**src/hw/rtl/tpbi_pkg.sv**
```systemverilog
// Shared types and constants of the trace pipe busy interval extractor.
package tpbi_pkg;

    localparam int CTRL_SHIFT  = 12;
    localparam int CTRL_W      = 4;
    localparam int LOW_W       = 12;
    localparam int CHAN_FULL_W = 11;
    localparam int CHAN_OUT_W  = 6;
    localparam int CYC_W       = 64;
    localparam int DELTA_W     = 32;

    localparam logic [CTRL_W-1:0] CTRL_MARK_LO     = 4'h0;
    localparam logic [CTRL_W-1:0] CTRL_MARK_HI     = 4'h5;
    localparam logic [CTRL_W-1:0] CTRL_MARK_REGION = 4'hA;
    localparam logic [CTRL_W-1:0] CTRL_PIPE        = 4'hF;

    localparam logic EV_INTERVAL = 1'b0;
    localparam logic EV_MARK     = 1'b1;

    typedef struct packed {
        logic [7:0]          core_id;
        logic [1:0]          core_type;
        logic [15:0]         record_word;
        logic [DELTA_W-1:0]  cycle_delta;
    } rec_word_t;

    typedef struct packed {
        logic                  event_kind;
        logic [CHAN_OUT_W-1:0] channel_index;
        logic [CTRL_W-1:0]     lane_code;
        logic [LOW_W-1:0]      mark_id;
        logic [CYC_W-1:0]      start_cycle;
        logic [CYC_W-1:0]      duration;
        logic                  last;
    } evt_word_t;

    typedef struct packed {
        logic              act;
        logic              pipe_op;
        logic [CTRL_W-1:0] ctrl;
        logic [LOW_W-1:0]  low;
    } dec_t;

    typedef enum logic [2:0] {
        ST_CLEAR,
        ST_IDLE,
        ST_LOAD,
        ST_MARK,
        ST_SCAN
    } state_t;

endpackage

```
**src/hw/rtl/tpbi_out_stage.sv**
```systemverilog
// Output register: holds one event word until the consumer takes it.
module tpbi_out_stage (
    input  logic                clk,
    input  logic                rst_n,
    input  logic                load,
    input  tpbi_pkg::evt_word_t load_word,
    output logic                free,
    output logic                evt_valid,
    input  logic                evt_ready,
    output tpbi_pkg::evt_word_t evt_word
);
    logic                valid_reg;
    logic                valid_next;
    tpbi_pkg::evt_word_t word_reg;

    assign free = !valid_reg || evt_ready;

    always_comb
    begin
        valid_next = valid_reg;
        if (load)
        begin
            valid_next = 1'b1;
        end
        else if (evt_ready)
        begin
            valid_next = 1'b0;
        end
    end

    always_ff @(posedge clk or negedge rst_n)
    begin
        if (!rst_n)
        begin
            valid_reg <= 1'b0;
        end
        else
        begin
            valid_reg <= valid_next;
        end
    end

    always_ff @(posedge clk)
    begin
        if (load)
        begin
            word_reg <= load_word;
        end
    end

    assign evt_valid = valid_reg;
    assign evt_word  = word_reg;

endmodule

```
**config.mk**
```make
export PLATFORM = sky130hd
export DESIGN_NAME = tpbi_out_stage
export DESIGN_NICKNAME = d
export VERILOG_FILES = /design/src/hw/rtl/tpbi_pkg.sv /design/src/hw/rtl/tpbi_out_stage.sv
export SDC_FILE = /design/constraint.sdc
export NUM_CORES = 1
export LEC_CHECK = 0
export ABC_CLOCK_PERIOD_IN_PS = 800
export BUFFER_PORTS_ARGS = -buffer_cell sky130_fd_sc_hd__buf_2
export CAP_MARGIN = 20
export CELL_PAD_IN_SITES_DETAIL_PLACEMENT = 0
export CELL_PAD_IN_SITES_GLOBAL_PLACEMENT = 1
export CORE_MARGIN = 4
export CORE_UTILIZATION = 29
export CTS_CLUSTER_DIAMETER = 150
export DETAILED_ROUTE_END_ITERATION = 16
export MAX_ROUTING_LAYER = met4
export PLACE_DENSITY_LB_ADDON = 0.1
export SETUP_SLACK_MARGIN = 0.5
export SLEW_MARGIN = 40
export SYNTH_ARGS = -nofsm -noshare
export SYNTH_HDL_FRONTEND = slang
export SYNTH_SLANG_ARGS = --single-unit
```
**constraint.sdc**
```tcl
create_clock -name clk -period 0.8 [get_ports clk]
set_clock_uncertainty 0.05 [all_clocks]
set_input_delay 0.04 -clock clk [delete_from_list [all_inputs] [get_ports clk]]
set_output_delay 0.04 -clock clk [all_outputs]
set_load 0.01 [all_outputs]
```
==> flow_metrics.tcl <==
set metrics [dict create \
    ys_ff_latch 153 \
    initial_core_util_pct 30.0 \
    switching_power_mw 4.01 \
    syn_avg_cell_area_um2 29.8 \
    cts-buffers-inserted 17 \
    ys_types 4 \
    violations "negative hold slack, negative setup slack" \
    io_buffers 309 \
    internal_power_mw 15.8 \
    grt_max_degree 17 \
    fin_nets 682 \
    drtAntennaViolNets 0 \
    vias 3030 \
    p_leak_nw 3.46 \
    synth_seq_area_share_pct 99.5 \
    drcViolationCount 0 \
    die_area_um2 18000 \
    h-tree-depth 4 \
    cap_violations 0 \
    drtIter0Drc 119 \
    root_buffer "clkbuf_16" \
    rows 45 \
    grt_pass1_wl_um 19200 \
    synthesis.area_um2 4610 \
    finalNonFillerCells 751 \
    clock_path_buffers 2 \
    combPwrFrac_pct 10.7 \
    dr.pass1.iters 4 \
    setup_viol 155 \
    routedWlPerCell_um 18.4 \
    cp-end-kind "output port" \
    dieWidth_um 134 \
    rsz0062_at_grt "yes" \
    critPathMaxStageDelay_ns 0.40 \
    worst_slack_ns -0.279 \
    period_share_pct 135 \
    dp_hpwl_um 10000 \
    cts_hold_buf 1 \
    grt.overflow.total 0 \
    totalWireLength_um 13800 \
    fin_util_pct 51.8 \
    fin_area_um2 7960 \
    cts_tree "built" \
    required_ns 0.71 \
    syn_inst 155 \
    place_area_um2 6560 \
    grt_antenna_before_repair 2 \
    outcome "finished with violations" \
    fmax_mhz 926 \
    tightestPinTransition_ns 0.180 \
    crit_chain "nand2b_4, buf_6" \
    clock_sinks 153 \
    ys_warn_count 0 \
    layout_common_cells "buf_2, edfxtp_1, clkbuf_16, buf_16, buf_12" \
    hp-class "primary input to register" \
    cpMaxStageDelayCell "dfrtp_1" \
    arrival_ns 0.99 \
    clk-insertion-delay-late_ns 0.41 \
    seqPwrFrac_pct 48.8 \
    grt_pass1_vias 3299 \
    coreArea_um2 15400 \
    pin_count 310 \
    switching_share_pct 20.2 \
    fin_crit_ns 1.08 \
    vias_per_cell 4.03 \
    syn_nets 311 \
    drv_slew 0 \
    critPathLaunchType "register" \
    areaGrowthSynthToFinish_pct 72.6 \
    place_congestion 0.716 \
    clk_pin_slew_worst_paths_ns 0.06 \
    p_per_area_nw_per_um2 2490 \
    placedCellCount 684 \
    ir_drop_v 0.00180 \
    layout_commonest_cell "buf_2" \
    relSlewSlack_pct 88.0 \
    drive_gt1_share_pct 70.4 \
    cp_max_fo 2 \
    timing.hold.ws_ns -0.248 \
    clock_power_share_pct 40.5 \
    track_usage_pct 15.3 \
    die_h_um 134 \
    critPathKind "register to output port" \
    hold_viol 154 \
]
through the flow:
step           TNS [ns]  power (mW)  setup slack (ns)
2_1_floorplan         0        10.2            0.0611
3_3_place_gp      -2.79        11.5           -0.0401
3_5_place_dp      -3.48        11.5           -0.0462
4_1_cts          -35.11        20.0            -0.292
5_1_grt          -38.67        20.6            -0.338
6_report         -31.11        19.8            -0.279
layer usage:
metal | global-route usage (%) | part of all wire, % | wire length, um | up-vias
met5 | - | 0 | 0 | -
met4 | 4.75 | 1.3 | 178 | 0
met3 | 7.35 | 11 | 1540 | 11
met2 | 26.5 | 54 | 7510 | 182
met1 | 15.4 | 33 | 4610 | 1453
li1 | - | - | - | 1384
cell families after synthesis:
logic type | after synthesis | share of synthesized area, %
AND/OR/NAND/NOR | 2 | 0.488
flip-flops | 153 | 99.5
synthesized netlist by cell type:
| library cell | instances | share of area, % |
|---|---|---|
| dfrtp_1 | 1 | 0.54 |
| edfxtp_1 | 152 | 99 |
| nand2b_2 | 1 | 0.19 |
| nand2b_4 | 1 | 0.30 |
state kept, by name (all words and copies together) (netlist names):
register   cells
evt_word     152
evt_valid      1
worst paths after layout:
kind / start / endpoint / slack, ns / cells after the start
max reg2reg: evt_valid / evt_valid / -0.08 / 4
min reg2reg: evt_valid / evt_valid / 0.70 / 4
max in group asynchronous: rst_n / evt_valid / 0.73 / 2
min in group asynchronous: rst_n / evt_valid / -0.11 / 2
max: evt_valid / free / -0.28 / 2
min: load_word[85] / evt_word[85] / -0.25 / 1
worst max-delay path: cells and delay by family (launching register included):
kind	cells	cell delay, ns
simple gates	1	0.09
flops	1	0.40
buf+inv	1	0.10
timing repair:
| item | CTS | global route |
|---|---|---|
| setup endpoints to repair | 305 | 299 |
| gates cloned | 12 | 3 |
| hold endpoints to repair | 155 | 154 |
| setup buffers | 17 | 1 |
| resized for setup | 36 | 5 |
layout make-up:
cell class,count,area (um2)
tap,211,264
timing repair buffer,352,2480
sequential,153,4590
clock buffer,21,440
fill,1321,7410
antenna,2,5.00
multi-input combinational,2,27.5
clock inverter,10,151
power by group through the flow:
stage / Sequential, mW / Clock (mW) / Combinational (mW)
2_1_floorplan: 10.2 / 0 / 0.0117
3_3_place_gp: 9.82 / 0 / 1.65
3_5_place_dp: 9.84 / 0 / 1.66
4_1_cts: 9.68 / 8.22 / 2.10
5_1_grt: 9.72 / 8.60 / 2.26
6_report: 9.67 / 8.03 / 2.11
Power figures use the tool's default switching activity.
