### src/hw/rtl/tpbi_pkg.sv
// Shared types and constants of the trace pipe busy interval extractor.
package tpbi_pkg;

    localparam int CTRL_SHIFT  = 12;
    localparam int CTRL_W      = 4;
    localparam int LOW_W       = 12;
    localparam int CHAN_FULL_W = 11;
    localparam int CHAN_OUT_W  = 6;
    localparam int CYC_W       = 64;
    localparam int DELTA_W     = 32;

    localparam logic [CTRL_W-1:0] CTRL_MARK_LO     = 4'h0;
    localparam logic [CTRL_W-1:0] CTRL_MARK_HI     = 4'h5;
    localparam logic [CTRL_W-1:0] CTRL_MARK_REGION = 4'hA;
    localparam logic [CTRL_W-1:0] CTRL_PIPE        = 4'hF;

    localparam logic EV_INTERVAL = 1'b0;
    localparam logic EV_MARK     = 1'b1;

    typedef struct packed {
        logic [7:0]          core_id;
        logic [1:0]          core_type;
        logic [15:0]         record_word;
        logic [DELTA_W-1:0]  cycle_delta;
    } rec_word_t;

    typedef struct packed {
        logic                  event_kind;
        logic [CHAN_OUT_W-1:0] channel_index;
        logic [CTRL_W-1:0]     lane_code;
        logic [LOW_W-1:0]      mark_id;
        logic [CYC_W-1:0]      start_cycle;
        logic [CYC_W-1:0]      duration;
        logic                  last;
    } evt_word_t;

    typedef struct packed {
        logic              act;
        logic              pipe_op;
        logic [CTRL_W-1:0] ctrl;
        logic [LOW_W-1:0]  low;
    } dec_t;

    typedef enum logic [2:0] {
        ST_CLEAR,
        ST_IDLE,
        ST_LOAD,
        ST_MARK,
        ST_SCAN
    } state_t;

endpackage

### src/hw/rtl/tpbi_decode.sv
// Record decode: channel number, range checks and control code class.
module tpbi_decode #(
    parameter int CHANNELS  = 64,
    parameter int SUB_CORES = 2
) (
    input  tpbi_pkg::rec_word_t          rec,
    output logic [$clog2(CHANNELS)-1:0]  chan,
    output tpbi_pkg::dec_t               dec
);
    localparam int CH_W = $clog2(CHANNELS);

    logic [tpbi_pkg::CHAN_FULL_W-1:0] chan_full;
    logic                             type_ok;
    logic                             chan_ok;
    logic                             code_ok;
    logic [tpbi_pkg::CTRL_W-1:0]      ctrl;

    always_comb
    begin
        chan_full = tpbi_pkg::CHAN_FULL_W'(rec.core_id)
                    * tpbi_pkg::CHAN_FULL_W'(SUB_CORES)
                    + tpbi_pkg::CHAN_FULL_W'(rec.core_type);
        type_ok   = {1'b0, rec.core_type} < 3'(SUB_CORES);
        chan_ok   = chan_full < tpbi_pkg::CHAN_FULL_W'(CHANNELS);
        ctrl      = rec.record_word[tpbi_pkg::CTRL_SHIFT +: tpbi_pkg::CTRL_W];
        code_ok   = ctrl inside {[tpbi_pkg::CTRL_MARK_LO:tpbi_pkg::CTRL_MARK_HI],
                                 tpbi_pkg::CTRL_MARK_REGION, tpbi_pkg::CTRL_PIPE};
        chan        = chan_full[CH_W-1:0];
        dec.act     = type_ok && chan_ok && code_ok;
        dec.pipe_op = (ctrl == tpbi_pkg::CTRL_PIPE);
        dec.ctrl    = ctrl;
        dec.low     = rec.record_word[tpbi_pkg::LOW_W-1:0];
    end

endmodule

### config.mk
export PLATFORM = sky130hd
export DESIGN_NAME = tpbi_decode
export DESIGN_NICKNAME = d
export VERILOG_FILES = /design/src/hw/rtl/tpbi_pkg.sv /design/src/hw/rtl/tpbi_decode.sv
export SDC_FILE = /design/constraint.sdc
export NUM_CORES = 1
export LEC_CHECK = 0
export BUFFER_PORTS_ARGS = -buffer_cell sky130_fd_sc_hd__buf_2
export CORE_AREA = 4 4 43 45
export DETAILED_ROUTE_END_ITERATION = 10
export DIE_AREA = 0 0 47 49
export PLACE_DENSITY = 0.79
export SYNTH_ARGS = -nofsm -noshare
export SYNTH_HDL_FRONTEND = slang
export SYNTH_SLANG_ARGS = --single-unit
### constraint.sdc
create_clock -name vclk -period 1.7
set_input_delay 0.34 -clock vclk [all_inputs]
set_output_delay 0.34 -clock vclk [all_outputs]
set_load 0.005 [all_outputs]
==> summary.md <==
| Metric | Value |
|---|---|
| Die ar. | 2300 um2 |
| Final hold slack | 680 ps |
| Vias | around 250 |
| Initial detailed-routing violation count | 3 |
| Power Density | 209 nW/um2 |
| FFs & Latches | 0 |
| GR Util All Layers | 6.11% |
| Core Box Area | 1470 um2 |
| Synth Instances | 35 |
| Post-synthesis compound-gate area fraction | 12.9% |
| DP Worst Slack | -113 ps |
| Layout area overhead | 22.8% |
| Setup TNS | 0 ps |
| Final Hold Fails | 0 |
| Largest family of logic cells by synthesized area | buffers and inverters |
| Cell taking the most area after synthesis | buf_4 |
| Worst Setup Start Kind | primary input |
| Headroom to the max-slew limit | 87.3% |
| Wire length per cell | between 10 and 15 um |
| DRC | 0 |
| Worst Tran Pin Value | 189 ps |
| Top-Level Pins | 82 |
| Vias in the first global route | ~280 |
| Post-CTS setup buffer count | 0 |
| ANT nets after route | 0 |
| CP Capture Type | primary output |
| Placed cell count | 59 |
| Hold Crit Class | primary input to primary output |
| Mux share of post-synthesis cell area | 0% |
| Sequential fraction of the synthesis area | 0% |
| Placer Congestion | 0.661 |
| Final WL | between 600 and 700 um |
| Yosys cell types | 16 |
| Synth Area in Simple Gates | 21.9% |
| Post-Synth Adder-Cell Area | 8.93% |
| Synth Cell Area | 280 um2 |
| Leak | 0.169 nW |
| Storage cell area | 0 um2 |
| Post-synth top area share | between 40% and 50% |
| Fin nets | 105 |
| Syn Area/Cell | 8.01 um2 |
| Initial antenna violation count | 0 |
| Fmax | between 500 and 600 MHz |
| Initial Utilization | about a fifth |
| Die H | 49 um |
| CP arrival | ~1400 ps |
| VDD IR max | 0.0615 mV |
| Worst-path maximum fanout | 3 |
| Period utilisation layout | 99.4% |
| Clock buffer count | 0 |
| Width of the chip | 47 um |
| Number of fill cells | 181 |
| Area contributors post-synth | buf_4 (46%), ha_1 (8.9%), nand2_8 (7.1%) |
| # diodes | 0 |
| Status | finished, final reports clean |
| Vias/cell | 4.15 |
| Final Non-Filler Cells | 59 |
| Final min period | between 1500 and 2000 ps |
| Mapped Nets | 95 |
| Ys Warns | 0 |
| Row count | 14 |
| Post-layout util | 23.4% |
| Pin count of the biggest net entering global routing | 5 |
| Max-slew violation count | 0 |
| CP Class | primary input to primary output |
| Final setup margin | about 10 ps |
| Required time of the critical path | 1360 ps |
| Grt ovf | 0 |
| First-pass GRT wire length | roughly 1.1 mm |
| Share of post-route cells with drive strength above 1 | 69.8% |
| Max_cap viols | 0 |
| # port buffers | 24 |
| CTS Hold Buffers Added | 0 |
| Final setup vio count | 0 |
| Xor and xnor area share after synthesis | 9.38% |
| RSZ-0062 raised after global routing | true |
| First-pass iteration count of the detailed router | 2 |
==> critical path, cell delays in order <==
cell	delay, ps
buf_8	100
ha_4	160
and4_4	180
a21o_1	180
a221oi_2	250
buf_2	150
==> layout make-up <==
class	instances	area [um2]	share of cell area, %
Inverter	1	3.75	1.09
Multi-Input combinational cell	17	176	51.3
Tap cell	16	20.0	5.82
Timing Repair Buffer	25	144	41.8
==> power breakdown <==
group | switching, W | internal (W) | leakage (nW)
clock | 0 | 0 | 0
sequential | 0 | 0 | 0
combinational | 0.0000320 | 0.0000398 | 0.169
total | 0.0000320 | 0.0000398 | 0.169
==> metrics by stage <==
stage          instance area, um2  power [W]
2_1_floorplan                 280  0.0000532
3_3_place_gp                  300  0.0000621
3_5_place_dp                  300  0.0000639
4_1_cts                       338  0.0000722
5_1_grt                       344  0.0000813
6_report                      344  0.0000718
==> cells in the final DEF (no fill, tap or decap) <==
| master | n |
|---|---|
| nand2_8 | 1 |
| buf_4 | 1 |
| nand3_1 | 2 |
| nand2_1 | 1 |
| xor2_1 | 1 |
| buf_8 | 1 |
| ha_4 | 2 |
| buf_2 | 22 |
| a221oi_2 | 1 |
| buf_6 | 1 |
| or3_1 | 1 |
| and4_4 | 1 |
| nor2_1 | 1 |
| nand4b_1 | 1 |
| a31o_1 | 1 |
| a21o_1 | 1 |
| inv_1 | 1 |
| o21ai_0 | 1 |
| xnor2_1 | 2 |
==> cells by family after synthesis <==
| kind of cell | after synthesis |
|---|---|
| adder cells (fa/ha/maj) | 2 |
| buffers and inverters | 18 |
| AO/OA/AOI/OAI | 4 |
| AND/OR/NAND/NOR | 8 |
| XOR/XNOR | 3 |
==> worst paths after layout <==
kind,startpoint,end,cells after the start
setup / recovery,rec[49],dec[17],6
hold / removal,rec[48],chan[0],0
==> metal layers <==
| metal | up-vias | part of all wire [%] | GRT usage [%] |
|---|---|---|---|
| li1 | 120 | - | - |
| met1 | 113 | 30 | 6.09 |
| met2 | 12 | 58 | 12.0 |
| met3 | 0 | 12 | 2.21 |
| met4 | 0 | 0 | 0 |
| met5 | - | 0 | 0 |
==> repair_timing <==
action,CTS,global route
cloned,0,0
setup endpoints to repair,1,1
pin swaps,2,1
resized for setup,6,2
==> Yosys cell counts (all sizes together) <==
library cell  count
o21ai             1
nand2             2
and4              1
xor2              1
or3               1
nand3             2
a31o              1
nor2              1
a221oi            1
inv               1
buf              17
ha                2
xnor2             2
nand4b            1
a21o              1
(Power assumes the default switching activity.)
